--- src/rtl/spl_pkg.sv ---
package spl_pkg;

  localparam int unsigned TableEntries   = 64;
  localparam int unsigned AddrBits       = 32;
  localparam int unsigned PortRangeStart = 1024;
  localparam int unsigned PortRangeEnd   = 5000;

  localparam logic [2:0] KIND_LOOKUP = 3'd0;
  localparam logic [2:0] KIND_ADD    = 3'd1;
  localparam logic [2:0] KIND_REKEY  = 3'd2;
  localparam logic [2:0] KIND_REMOVE = 3'd3;
  localparam logic [2:0] KIND_ALLOC  = 3'd4;

  localparam logic [2:0] ST_OK        = 3'd0;
  localparam logic [2:0] ST_NOT_FOUND = 3'd1;
  localparam logic [2:0] ST_IN_USE    = 3'd2;
  localparam logic [2:0] ST_FULL      = 3'd3;
  localparam logic [2:0] ST_EXHAUSTED = 3'd4;

  localparam logic [6:0] CountMax = 7'd127;

  typedef struct packed {
    logic [2:0]  kind;
    logic [31:0] local_addr;
    logic [31:0] remote_addr;
    logic [15:0] local_port;
    logic [15:0] remote_port;
    logic        remote_wild;
    logic [7:0]  conn_handle;
  } req_t;

  typedef struct packed {
    logic [2:0]  status;
    logic [7:0]  found_handle;
    logic [15:0] alloc_port;
  } rsp_t;

  // Search key broadcast down the cell chain
  typedef struct packed {
    logic [31:0] la;
    logic [31:0] ra;
    logic [15:0] lp;
    logic [15:0] rp;
    logic        wild;
  } key_t;

  // Command carried from cell to cell
  typedef enum logic [2:0] {
    CMD_NONE   = 3'd0,
    CMD_PROBE  = 3'd1,  // key compare, report first hit
    CMD_HANDLE = 3'd2,  // handle compare, report first hit
    CMD_WRITE  = 3'd3,  // write key into the tagged slot
    CMD_KILL   = 3'd4,  // invalidate key matches except the tagged slot
    CMD_FREE   = 3'd5   // clear the tagged slot
  } cmd_e;

endpackage

--- src/rtl/spl_cell.sv ---
module spl_cell #(
  parameter int unsigned IdxBits = 6,
  parameter int unsigned Index   = 0
) (
  input  logic                 clk_i,
  input  logic                 rst_ni,
  input  spl_pkg::cmd_e        cmd_i,
  input  spl_pkg::key_t        key_i,
  input  logic [7:0]           handle_i,
  input  logic [IdxBits-1:0]   tag_i,
  input  logic                 hit_i,
  input  logic [IdxBits-1:0]   hit_idx_i,
  input  logic                 free_i,
  input  logic [IdxBits-1:0]   free_idx_i,
  output spl_pkg::cmd_e        cmd_o,
  output spl_pkg::key_t        key_o,
  output logic [7:0]           handle_o,
  output logic [IdxBits-1:0]   tag_o,
  output logic                 hit_o,
  output logic [IdxBits-1:0]   hit_idx_o,
  output logic                 free_o,
  output logic [IdxBits-1:0]   free_idx_o,
  output logic [7:0]           ent_handle_o,
  output logic [15:0]          ent_lp_o
);
  import spl_pkg::*;

  localparam logic [IdxBits-1:0] MyIdx = IdxBits'(Index);

  logic        valid_q;
  key_t        ent_q;
  logic [7:0]  hdl_q;
  logic        key_eq, hdl_eq, mine;

  assign key_eq = valid_q && (ent_q == key_i);
  assign hdl_eq = valid_q && (hdl_q == handle_i);
  assign mine   = (tag_i == MyIdx);

  // entry storage
  always_ff @(posedge clk_i or negedge rst_ni) begin
    if (!rst_ni) begin
      valid_q <= 1'b0;
    end else begin
      case (cmd_i)
        CMD_WRITE: if (mine) valid_q <= 1'b1;
        CMD_KILL:  if (!mine && key_eq) valid_q <= 1'b0;
        CMD_FREE:  if (mine) valid_q <= 1'b0;
        default: ;
      endcase
    end
  end

  always_ff @(posedge clk_i) begin
    if (cmd_i == CMD_WRITE && mine) begin
      ent_q <= key_i;
      if (hit_i) hdl_q <= handle_i;  // hit_i flags a fresh add
    end
  end

  // pass-through stage to the neighbor
  always_ff @(posedge clk_i or negedge rst_ni) begin
    if (!rst_ni) begin
      cmd_o <= CMD_NONE;
      hit_o <= 1'b0;
      free_o <= 1'b0;
    end else begin
      cmd_o <= cmd_i;
      hit_o <= hit_i;
      free_o <= free_i;
      if (cmd_i == CMD_PROBE && !hit_i && key_eq) hit_o <= 1'b1;
      if (cmd_i == CMD_HANDLE && !hit_i && hdl_eq) hit_o <= 1'b1;
      if ((cmd_i == CMD_PROBE || cmd_i == CMD_HANDLE) && !free_i && !valid_q)
        free_o <= 1'b1;
    end
  end

  always_ff @(posedge clk_i) begin
    key_o    <= key_i;
    handle_o <= handle_i;
    tag_o    <= tag_i;
    hit_idx_o  <= hit_idx_i;
    free_idx_o <= free_idx_i;
    if (cmd_i == CMD_PROBE && !hit_i && key_eq) hit_idx_o <= MyIdx;
    if (cmd_i == CMD_HANDLE && !hit_i && hdl_eq) hit_idx_o <= MyIdx;
    if ((cmd_i == CMD_PROBE || cmd_i == CMD_HANDLE) && !free_i && !valid_q)
      free_idx_o <= MyIdx;
  end

  assign ent_handle_o = hdl_q;
  assign ent_lp_o     = ent_q.lp;

endmodule

--- config.mk ---
export PLATFORM = sky130hd
export DESIGN_NAME = spl_cell
export DESIGN_NICKNAME = d
export VERILOG_FILES = /design/src/rtl/spl_pkg.sv /design/src/rtl/spl_cell.sv
export SDC_FILE = /design/constraint.sdc
export NUM_CORES = 1
export LEC_CHECK = 0
export CAP_MARGIN = 10
export CORE_MARGIN = 5
export CORE_UTILIZATION = 40
export DETAILED_ROUTE_END_ITERATION = 8
export DONT_BUFFER_PORTS = 1
export HOLD_SLACK_MARGIN = 0.05
export SKIP_LAST_GASP = 1
export SYNTH_ARGS = -nofsm -noshare
export SYNTH_HDL_FRONTEND = slang
export SYNTH_SLANG_ARGS = --single-unit
--- constraint.sdc ---
create_clock -name clk_i -period 2.36 [get_ports clk_i]
set_input_delay 0.59 -clock clk_i [delete_from_list [all_inputs] [get_ports clk_i]]
set_output_delay 0.59 -clock clk_i [all_outputs]
set_load 0.02 [all_outputs]
== Word-level counts from Yosys, hierarchy flattened ==
Index checks and enable logic that the tools add are counted.

* Bits in registers: 234
* Bits of input ports: 130
* Output and inout port bits: 152
* Logic and storage cells: 56

* Equal/unequal tests: 10
* Mux-type cells: 7
* Reductions and logical operators: 20

{| class="wikitable"
|+ Operator list
! kind !! number
|-
| $eq 97x97->1 || 1
|-
| $logic_and 1x1->1 || 10
|-
| $eq 8x8->1 || 1
|-
| $eq 3x2->1 const B || 2
|-
| $eq 3x3->1 const B || 2
|-
| $logic_not 6->1 || 1
|-
| $mux 1 || 6
|-
| $ne 2x2->1 const B || 3
|-
| $logic_not 1->1 || 4
|-
| $reduce_and 4->1 || 1
|-
| $eq 3x1->1 const B || 1
|-
| $pmux 1 s3 || 1
|-
| $reduce_bool 3->1 || 1
|-
| $reduce_and 2->1 || 1
|-
| $reduce_or 2->1 || 1
|-
| $logic_or 1x1->1 || 1
|}

== Longest topological paths before layout ==
Gate-level depths: netlist of run 1.

* Depth after elaboration: 5
* Depth in mapped cells: 6
* Gate-level depth less buffers: 6

== Worst setup path before layout of run 1 ==
Ideal clock, no wire load.

* Path kind: input port to flip-flop
* Start point: in tag_i[3]
* End point: reg ent_q, in the netlist ent_lp_o[0], enable pin
* Library setup time: 0.466 ns
* Arrival: 3.793 ns
* Required time: 1.894 ns
* Path slack: -1.899 ns
* Stages: 4
* Buffers on the path: 0
* Cell sequence: or4_1 > nor3_1 > and3b_1 > and2_1

* Cells in the longest elaborated chain, start to end: 2

{| class="wikitable"
|+ RTL lines
! what !! line !! source
|-
| start, declared || spl_cell.sv:10 || <nowiki>input logic [IdxBits-1:0] tag_i,</nowiki>
|-
| $logic_not 6->1 || spl_cell.sv:37 || <nowiki>assign mine = (tag_i == MyIdx);</nowiki>
|-
| $logic_and 1x1->1 || spl_cell.sv:54 || <nowiki>if (cmd_i == CMD_WRITE && mine) begin</nowiki>
|-
| end signal, assigned || spl_cell.sv:55 || <nowiki>ent_q <= key_i;</nowiki>
|-
| end, declared || spl_cell.sv:31 || <nowiki>key_t ent_q;</nowiki>
|}

No other way between the ends.
A chain may end at the register's enable or synchronous reset.

== Final worst setup path of run 1 ==
* Start point: reg valid_q
* End point: reg hit_idx_o[1]

* Cells in the longest elaborated chain, start to end: 3
* Elaborated cells on any way between the ends: 5
* Those cells by class: reduce/logical: 5

{| class="wikitable"
|+ RTL lines
! what !! line !! source
|-
| start, declared || spl_cell.sv:30 || <nowiki>logic valid_q;</nowiki>
|-
| start signal, assigned || spl_cell.sv:42 || <nowiki>valid_q <= 1'b0;</nowiki>
|-
| start signal, assigned || spl_cell.sv:45 || <nowiki>CMD_WRITE: if (mine) valid_q <= 1'b1;</nowiki>
|-
| start signal, assigned || spl_cell.sv:46 || <nowiki>CMD_KILL: if (!mine && key_eq) valid_q <= 1'b0;</nowiki>
|-
| $logic_and 1x1->1 (on tied branches) || spl_cell.sv:35, spl_cell.sv:36 ||
|-
| $logic_and 1x1->1 (on tied branches) || spl_cell.sv:83, spl_cell.sv:84 ||
|-
| $reduce_or 2->1 (no source line) (*) || - ||
|-
| end signal, assigned || spl_cell.sv:81 || <nowiki>hit_idx_o <= hit_idx_i;</nowiki>
|-
| end signal, assigned || spl_cell.sv:83 || <nowiki>if (cmd_i == CMD_PROBE && !hit_i && key_eq) hit_idx_o <= MyIdx;</nowiki>
|-
| end signal, assigned || spl_cell.sv:84 || <nowiki>if (cmd_i == CMD_HANDLE && !hit_i && hdl_eq) hit_idx_o <= MyIdx;</nowiki>
|-
| end, declared || spl_cell.sv:20 || <nowiki>output logic [IdxBits-1:0] hit_idx_o,</nowiki>
|}

Every way passes the cells marked *; elsewhere a longest branch is shown, timed or not.

==> results.py, run 1 <==
metrics = {
    "floorplan": {
        "coreArea_um2": 18150,
        "fp.dieArea_um2": 21380,
        "dieHeight_um": 146.2,
        "dieWidth_um": 146.2,
        "initial_core_util_pct": 40.91,
        "placementRows": 49,
        "ios": 282,
    },
    "run_status": {
        "outcome": "completed",
    },
    "logic_synthesis": {
        "syn_area_per_cell_um2": 15.93,
        "syn_inst": 466,
        "ys_ff_latch": 234,
        "async_flop_share_pct": 2.564,
        "synth_commonest_cells": "123 x dfxtp_1, 105 x edfxtp_1, 56 x xor2_1",
        "synth_top_area_cell": "edfxtp_1",
        "yosys.area_share.xor_xnor_pct": 8.377,
        "yosysTopAreaCellShare_pct": 42.47,
        "syn-num-nets": 596,
        "synth_area_leaders": "edfxtp_1 42%, dfxtp_1 33%, xor2_1 6.6%",
        "post-synth-top-count-cell": "dfxtp_1",
        "ys_types": 39,
        "synthSimpleGateAreaFrac_pct": 7.416,
        "synth_mux_area_share_pct": 0,
        "netlist_area_um2": 7423,
        "yosys_warnings": 0,
        "synth_edf_count": 105,
        "synth_fa_ha_area_share_pct": 0,
        "synth-seq-area-share_pct": 77.67,
        "synth_compound_area_share_pct": 3.354,
        "synth_top_family_by_area": "XOR/XNOR gates",
        "ys.flop_type": "dfxtp_1",
    },
    "job": {
        "maxCapViolCount": 0,
    },
    "routing": {
        "vias": 3663,
        "avgRoutedWirePerCell_um": 21.23,
        "drt-met1-wl_um": 6018,
        "drt_pre_antenna_iters": 4,
        "first_iter_violations": 115,
        "top_layer": "met4",
        "wirelength_um": 15900,
        "drtAntennaViolNets": 0,
        "viasPerCell": 4.891,
        "dr_wl_met2_um": 7865,
        "drc_errors": 0,
        "wl_met3_um": 1669,
    },
    "timing": {
        "setup_viol": 0,
        "fmax_mhz": 450.3,
        "skew_ns": 0.01771,
        "layout_min_cycle_time_ns": 2.221,
        "period_share_pct": 94.11,
        "slew_headroom_pct": 68.43,
        "rsz0062_at_grt": "no",
        "finalHoldViolCount": 0,
        "tns_ns": 0,
        "slew_viol_final": 0,
        "tightest_slew_ns": 0.4616,
        "worst_slack_ns": 0.1391,
    },
    "clocking": {
        "postCtsSetupBuffers": 0,
        "clk_root_buffer_cell": "clkbuf_16",
        "h-tree-depth": 1,
        "cts_tree": "yes",
        "cts.path.max_buffers": 3,
        "cts_buffers": 25,
        "clock_latency_ns": 0.51,
        "clk_pin_slew_worst_paths_ns": 0.06,
        "cts_sinks": 234,
    },
    "global_route": {
        "grt_pass1_vias": 3955,
        "gr-usage-all-layers_pct": 14.29,
        "grt_max_degree": 43,
        "grt_first_pass_wirelength_um": 24010,
        "grt-ovfl-total": 0,
        "antenna_found_initial": 0,
    },
    "worst_setup_path": {
        "worstPathMaxFanout": 7,
        "arrival_ns": 2.61,
        "cp_top_family": "simple AND/OR/NAND/NOR gates",
        "cp-end-kind": "register",
        "path_class": "register to register",
        "reg2reg_from": "valid_q$_DFFE_PN0P_",
        "crit_chain": "inv_2 -> a211o_1 -> or4_1 -> nor4_2 -> a41oi_4 -> and2_1",
        "startpoint": "valid_q$_DFFE_PN0P_",
        "startpoint_type": "register",
        "critPathBufInv": 1,
        "critPathRequiredTime_ns": 2.75,
        "crit_path_top_delay_cell": "or4_1",
        "max_stage_delay_ns": 0.52,
    },
    "place": {
        "pre_cts_ws_ns": -0.1448,
        "hpwl_um": 12100,
        "dp.cells": 702,
        "place.gp.congestion": 0.8039,
        "port_buffers": 0,
    },
    "hold_path": {
        "hp-class": "primary input to register",
        "min_from": "key_i[52]",
    },
    "final_layout": {
        "fin_cells": 749,
        "num_antenna_cells": 0,
        "layout.nets": 631,
        "layout-drive-gt1-share_pct": 14.23,
        "area_delta_synth_final_pct": 17.02,
        "fin_util_pct": 47.87,
    },
    "power": {
        "powerDensity_nw_per_um2": 991.5,
        "peakVddDrop_uv": 679.0,
        "p_leak_uw": 0.003235,
    },
}
-- cells by family (layout without fill, tap and decap cells) --
group / after synthesis / in the layout
buffers and inverters: 47 / 101
xor gates and xnor gates: 71 / 71
DFF: 234 / 234
and+or+nand+nor: 83 / 83
AOI/OAI and AO/OA: 31 / 31
-- metal layers --
metal | up-vias | GRT usage [%]
met5 | - | 0
met4 | 0 | 3.434
met3 | 25 | 6.384
met2 | 195 | 24.26
met1 | 1744 | 16.68
li1 | 1699 | -
-- path summary, 6_finish.rpt --
| check | endpoint | slack [ns] | cells after the start |
|---|---|---|---|
| max | hit_idx_o[1]$_SDFF_PP0_ | 0.14 | 6 |
| min | key_o[52]$_DFF_P_ | 0.1 | 0 |
| max reg2reg | hit_idx_o[1]$_SDFF_PP0_ | 0.14 | 6 |
| min reg2reg | valid_q$_DFFE_PN0P_ | 0.65 | 2 |
| max in group asynchronous | cmd_o[0]$_DFF_PN0_ | 1.71 | 1 |
| min in group asynchronous | valid_q$_DFFE_PN0P_ | 0.41 | 1 |
-- per-stage QoR --
step	hold WS, ns	area (um^2)	power, uW
6_report	0.09682	8687	8614
5_1_grt	0.07104	8687	8955
4_1_cts	0.07005	8682	8748
3_5_place_dp	0.2947	7805	4768
3_3_place_gp	0.2947	7805	4769
2_1_floorplan	0.2944	7441	4721
-- state kept, by name, summed over array words and instances, names as in the netlist --
register	cells
free_idx_o	6
tag_o	6
key_o	97
free_o	1
handle_o	8
ent_lp_o	16
hit_o	1
ent_q	81
hit_idx_o	6
valid_q	1
cmd_o	3
ent_handle_o	8
-- cell usage in the layout (no fill, tap or decap), types with 3 or more instances in the layout --
cell type	Yosys	final
xor2_1	56	56
clkbuf_1	0	7
o2bb2ai_1	4	4
or4_1	5	4
edfxtp_1	105	105
clkinv_2	0	3
inv_1	27	27
nor4_1	14	14
bufinv_16	0	3
clkbuf_8	0	3
dfxtp_1	123	123
o22ai_1	10	10
xnor2_1	15	15
and2_1	7	6
nor2b_1	30	30
clkbuf_16	0	26
a2111oi_0	6	6
nand4_1	8	8
inv_2	3	3
dfrtp_1	6	6
buf_4	16	21
-- report_power, final --
part / leakage [uW] / switching [uW] / internal, uW
Sequential: 0.00205 / 204 / 4360
Combinational: 0.000761 / 50.7 / 67.6
Clock: 0.000422 / 1480 / 2450
-- cell type report --
class / instances / area, um^2
Clock buffer: 36 / 718.2
Clock inverter: 10 / 137.6
Fill cell: 1551 / 9460
Inverter: 31 / 116.4
Multi-Input combinational cell: 185 / 1455
Sequential cell: 234 / 5766
Tap cell: 229 / 286.5
Timing Repair Buffer: 24 / 207.7
-- worst reg2reg max path: cells and delay by family (launching register included) --
kind	cells	cell delay, ns
AND/OR/NAND/NOR	3	1.15
flip-flops	1	0.38
AO/OA/AOI/OAI	2	0.52
buffers and inverters	1	0.06
-- timing repair --
action / in CTS / in global routing
pin swaps: 0 / 7
resized for setup: 1 / 1
endpoints found under the setup margin: 6 / 6
hold buffers: 1 / 0
hold endpoints to repair: 6 / 0
(Power assumes the default switching activity.)
==> inputs of run 2 (changes only) <==
==> constraint.sdc (replaced) <==
create_clock -name clk_i -period 2.36 [get_ports clk_i]
set_input_delay 0.472 -clock clk_i [delete_from_list [all_inputs] [get_ports clk_i]]
set_output_delay 0.472 -clock clk_i [all_outputs]
set_load 0.02 [all_outputs]
==> run 2 against run 1 <==
Non-clock buffer count grew 112; final cell count grew 15%; critical path depth grew 1; wire length grew 21%; clock power shrank 5.3%; total power shrank 0.24%; hold slack lost 0.0088 ns; maximum frequency shrank 1.3%; core utilization grew 6.1 points; sequential share of layout area shrank 7.5 points; setup slack lost 0.030 ns; die area is the same.
==> results.py, run 2 (synthesis gave the netlist of run 1 again) <==
metrics = {
    "run_status": {
        "outcome": "completed",
    },
    "hold_path": {
        "hp-class": "primary input to register",
        "min_from": "hit_i",
    },
    "timing": {
        "fmax_mhz": 444.3,
        "setup_viol": 0,
        "rsz0062_at_grt": "no",
        "skew_ns": 0.009550,
        "hold_ws_ns": 0.08801,
        "worst_slack_ns": 0.1091,
        "tightest_slew_ns": 0.5020,
        "period_share_pct": 95.38,
        "slew_headroom_pct": 65.67,
        "slew_viol_final": 0,
        "layout_min_cycle_time_ns": 2.251,
        "finalHoldViolCount": 0,
    },
    "power": {
        "powerDensity_nw_per_um2": 877.6,
        "peakVddDrop_uv": 558.7,
        "power.total_uw": 8593,
        "p_leak_uw": 0.003712,
    },
    "global_route": {
        "grt-ovfl-total": 0,
        "antenna_found_initial": 0,
        "gr-usage-all-layers_pct": 17.20,
        "grt_first_pass_wirelength_um": 28330,
        "grt_max_degree": 40,
        "grt_pass1_vias": 4660,
    },
    "routing": {
        "wirelength_um": 19190,
        "viasPerCell": 4.850,
        "vias": 4166,
        "drtAntennaViolNets": 0,
        "drc_errors": 0,
        "first_iter_violations": 151,
        "drt_pre_antenna_iters": 4,
        "avgRoutedWirePerCell_um": 22.34,
    },
    "final_layout": {
        "area_delta_synth_final_pct": 31.91,
        "layout-drive-gt1-share_pct": 11.59,
        "top_register": "key_o",
        "mostFrequentLayoutCells": "123 x dfxtp_1, 115 x dlygate4sd3_1, 105 x edfxtp_1",
        "num_antenna_cells": 0,
        "largest_reg_flops": 97,
        "final_common_cell": "dfxtp_1",
        "layout.nets": 742,
        "fin_util_pct": 53.96,
    },
    "clocking": {
        "h-tree-depth": 1,
        "clk_root_buffer_cell": "clkbuf_16",
        "clk_pin_slew_worst_paths_ns": 0.06,
        "cts_tree": "yes",
        "clock_latency_ns": 0.50,
        "cts_buffers": 24,
        "cts_sinks": 234,
        "cts.path.max_buffers": 3,
    },
    "worst_setup_path": {
        "startpoint": "ent_lp_o[14]$_DFFE_PP_",
        "reg2reg_from": "ent_lp_o[14]$_DFFE_PP_",
        "critPathRequiredTime_ns": 2.75,
        "cp-end-kind": "register",
        "startpoint_type": "register",
        "r2r-end": "hit_idx_o[1]$_SDFF_PP0_",
        "worstPathMaxFanout": 7,
        "setup.worst_path.end": "hit_idx_o[1]$_SDFF_PP0_",
        "path_class": "register to register",
        "reg2regPathDepth": 7,
        "arrival_ns": 2.64,
        "reg2reg_slack_ns": 0.11,
    },
    "place": {
        "place.gp.congestion": 0.7891,
        "pre_cts_ws_ns": -0.03461,
        "port_buffers": 0,
        "hpwl_um": 12190,
    },
    "floorplan": {
        "dieHeight_um": 146.2,
        "coreArea_um2": 18150,
        "fp.dieArea_um2": 21380,
        "placementRows": 49,
        "initial_core_util_pct": 40.91,
        "dieWidth_um": 146.2,
        "ios": 282,
    },
    "job": {
        "maxCapViolCount": 0,
    },
}
[run 2: changes by cell type in the layout (fill, tap and decap cells not counted), sizes merged]
cell	previous run	this run
bufinv	3	0
buf	23	21
dlygate4sd3	1	115
inv	32	30
clkbuf	36	37
clkinv	6	7
clkinvlp	0	1
[run 2: report_power, final]
part / switching [uW] / total, uW / internal, uW
registers: 207 / 4560 / 4360
clock network: 1480 / 3720 / 2240
logic: 116 / 312 / 196
total: 1800 / 8590 / 6790
[run 2: cell type report]
type	count	area, um^2
repair buffers	136	1334
clock inverters	7	43.79
multi-input cells	185	1481
fillers	1478	8356
well taps	229	286.5
flip-flops and latches	234	5766
inverters	31	116.4
clock buffers	37	764.5
[run 2: worst min path at each step]
stage | end | slack [ns] | cells past startpoint
finish | hit_o$_DFF_PN0_ | 0.09 | 1
global route | free_o$_DFF_PN0_ | 0.07 | 1
CTS | hit_o$_DFF_PN0_ | 0.06 | 1
detailed placement | free_o$_DFF_PN0_ | 0.18 | 0
global placement | free_o$_DFF_PN0_ | 0.18 | 0
floorplan | cmd_o[0]$_DFF_PN0_ | 0.18 | 0
[run 2: metrics by stage]
| step | cell area, um^2 | cells | TNS (ns) |
|---|---|---|---|
| after floorplan | 7441 | 466 | -13.00 |
| after global placement | 7790 | 700 | -0.1135 |
| after detailed placement | 7790 | 700 | -0.1805 |
| after CTS | 9761 | 859 | 0 |
| after global routing | 9792 | 859 | 0 |
| final | 9792 | 859 | 0 |
[run 2: per-layer routing]
layer / track usage (%) / share of wire [%] / wire (um) / vias to the layer above
li1: - / - / - / 1929
met1: 19.95 / 39 / 7499 / 2001
met2: 30.26 / 50 / 9524 / 200
met3: 6.012 / 8.5 / 1637 / 36
met4: 4.845 / 2.7 / 527 / 0
met5: 0 / 0 / 0 / -
[run 2: critical path, stage by stage (launching register included)]
cell and delay [ns]:
edfxtp_1 0.39, nor2b_1 0.15, a2111o_1 0.38, or4_4 0.49
nor4_4 0.23, buf_4 0.17, a41oi_4 0.14, and2_4 0.19
[run 2: repair_timing]
item                                    4_1_cts  5_1_grt
gates resized for setup                       1        6
endpoints found under the hold margin       225        0
endpoints found under the setup margin        6        6
hold buffers                                115        0
pin swaps                                     0        8
buffers inserted                              0        0
==> inputs of run 3 (changes only) <==
==> constraint.sdc (replaced) <==
create_clock -name clk_i -period 2.84 [get_ports clk_i]
set_input_delay 0.568 -clock clk_i [delete_from_list [all_inputs] [get_ports clk_i]]
set_output_delay 0.568 -clock clk_i [all_outputs]
set_load 0.02 [all_outputs]
==> run 3 against run 2 <==
Die area unchanged; non-clock buffer count decreased by 129; register-to-register slack improved by 0.32 ns; combinational power decreased by 70%; final area decreased by 13%; final cell count decreased by 15%; critical endpoint is now hit_idx_o[3]$_SDFF_PP0_; maximum frequency decreased by 6.6%; total power decreased by 18%; first-iteration DRC count decreased by 34%; clock skew decreased by 0.0041 ns; sequential share of layout area increased by 8.8 points.
==> results.py, run 3 (synthesis gave the netlist of run 1 again) <==
metrics = {
    "timing": {
        "fmax_mhz": 414.9,
        "finalHoldViolCount": 0,
        "setup_viol": 0,
        "rsz0062_at_grt": "no",
        "slew_viol_final": 0,
        "tightest_slew_ns": 0.6477,
        "period_share_pct": 84.87,
        "layout_min_cycle_time_ns": 2.410,
        "slew_headroom_pct": 55.71,
        "tns_ns": 0,
        "skew_ns": 0.005436,
    },
    "global_route": {
        "gr-usage-all-layers_pct": 13.90,
        "grt_first_pass_wirelength_um": 23300,
        "grt_pass1_vias": 3941,
        "antenna_found_initial": 0,
        "grt_max_degree": 32,
        "grt-ovfl-total": 0,
    },
    "floorplan": {
        "dieHeight_um": 146.2,
        "placementRows": 49,
        "ios": 282,
        "initial_core_util_pct": 40.91,
        "coreArea_um2": 18150,
        "fp.dieArea_um2": 21380,
        "dieWidth_um": 146.2,
    },
    "clocking": {
        "h-tree-depth": 1,
        "cts_buffers": 24,
        "cts.path.max_buffers": 3,
        "clk_pin_slew_worst_paths_ns": 0.06,
        "cts_tree": "yes",
        "cts_sinks": 234,
        "clock_latency_ns": 0.51,
        "post_cts_resize_count": 0,
        "postCtsSetupBuffers": 0,
        "clk_root_buffer_cell": "clkbuf_16",
    },
    "worst_setup_path": {
        "startpoint_type": "register",
        "r2r-end": "hit_idx_o[3]$_SDFF_PP0_",
        "crit_path_top_delay_cell": "or4_1",
        "arrival_ns": 2.81,
        "crit_chain": "nor2b_1 -> a2111o_1 -> or4_1 -> nor4_2 -> a41oi_2 -> and2_1",
        "cp.depth": 6,
        "cp-end-kind": "register",
        "reg2reg_from": "ent_lp_o[14]$_DFFE_PP_",
        "reg2regPathDepth": 6,
        "path_class": "register to register",
        "reg2reg_slack_ns": 0.43,
        "max_stage_delay_ns": 0.49,
        "cp_top_family": "simple AND/OR/NAND/NOR gates",
        "worstPathMaxFanout": 7,
        "critPathBufInv": 0,
        "startpoint": "ent_lp_o[14]$_DFFE_PP_",
        "setup.worst_path.end": "hit_idx_o[3]$_SDFF_PP0_",
        "critPathRequiredTime_ns": 3.24,
    },
    "power": {
        "p_leak_uw": 0.003134,
        "p_clk_share_pct": 44.9,
        "p_switching_uw": 1451,
        "p_seq_share_pct": 53.7,
        "powerDensity_nw_per_um2": 827.9,
        "p_int_uw": 5599,
        "p_sw_share_pct": 20.58,
        "peakVddDrop_uv": 589.5,
        "combPwrFrac_pct": 1.3,
        "power.total_uw": 7050,
    },
    "routing": {
        "vias": 3639,
        "avgRoutedWirePerCell_um": 21.44,
        "wirelength_um": 15650,
        "first_iter_violations": 99,
        "viasPerCell": 4.985,
        "drtAntennaViolNets": 0,
        "drc_errors": 0,
        "drt_pre_antenna_iters": 4,
    },
    "job": {
        "maxCapViolCount": 0,
    },
    "hold_path": {
        "whs_path_depth": 0,
        "hp-class": "primary input to register",
    },
    "final_layout": {
        "layout.nets": 613,
        "fin_cells": 730,
        "final_common_cell": "dfxtp_1",
        "layout-drive-gt1-share_pct": 10.98,
        "largest_reg_flops": 97,
        "top_register": "key_o",
        "fin_util_pct": 46.93,
        "area_delta_synth_final_pct": 14.71,
        "mostFrequentLayoutCells": "123 x dfxtp_1, 105 x edfxtp_1, 56 x xor2_1",
        "num_antenna_cells": 0,
    },
    "place": {
        "port_buffers": 0,
        "dp.cells": 685,
        "place.gp.congestion": 0.7799,
        "hpwl_um": 11980,
    },
    "run_status": {
        "outcome": "completed",
    },
}
[run 3: cell type report]
cell class,instances,area (um^2)
fillers,1583,9632
flip-flops and latches,234,5766
multi-input cells,185,1424
clock buffers,35,745.7
well taps,229,286.5
inverters,31,116.4
repair buffers,7,92.59
clock inverters,9,85.08
[run 3: how the worst min path moves through the flow]
stage / start / end / slack [ns]
after floorplan: rst_ni / cmd_o[0]$_DFF_PN0_ / 0.27
after global placement: rst_ni / cmd_o[1]$_DFF_PN0_ / 0.27
after detailed placement: rst_ni / cmd_o[1]$_DFF_PN0_ / 0.27
after CTS: key_i[55] / key_o[55]$_DFF_P_ / 0.06
after global routing: key_i[59] / key_o[59]$_DFF_P_ / 0.05
final: key_i[52] / key_o[52]$_DFF_P_ / 0.08
[run 3: routing by layer]
metal | routed length (um) | share of wire, % | GRT usage, % | vias to the layer above
met4 | 410 | 2.6 | 4.139 | 0
li1 | - | - | - | 1664
met1 | 5933 | 38 | 16.21 | 1770
met3 | 1544 | 9.9 | 5.702 | 27
met2 | 7766 | 50 | 23.59 | 178
met5 | 0 | 0 | 0 | -
[run 3: power groups by stage]
stage                     logic, uW  clock network (uW)  registers, uW
after detailed placement       91.7                   0           3860
after global placement         90.1                   0           3870
after global routing            105                3400           3800
after CTS                      95.1                3260           3790
final                          92.9                3170           3790
after floorplan                77.3                   0           3850
[run 3: per-stage QoR]
stage	setup slack, ns	hold WS (ns)	area (um^2)
global route	0.2412	0.05370	8516
floorplan	0.1704	0.2724	7426
global placement	0.2767	0.2726	7675
finish	0.4296	0.08089	8516
detailed placement	0.2202	0.2726	7675
CTS	0.4037	0.05638	8516
[run 3: worst register-to-register path, stage by stage (launching register included)]
cell	delay (ns)
edfxtp_1	0.38
nor2b_1	0.15
a2111o_1	0.38
or4_1	0.49
nor4_2	0.38
a41oi_2	0.29
and2_1	0.24
[run 3: timing repair]
item | CTS | global route
endpoints found under the hold margin | 6 | 0
endpoints found under the setup margin | 0 | 0
hold buffers | 1 | 0
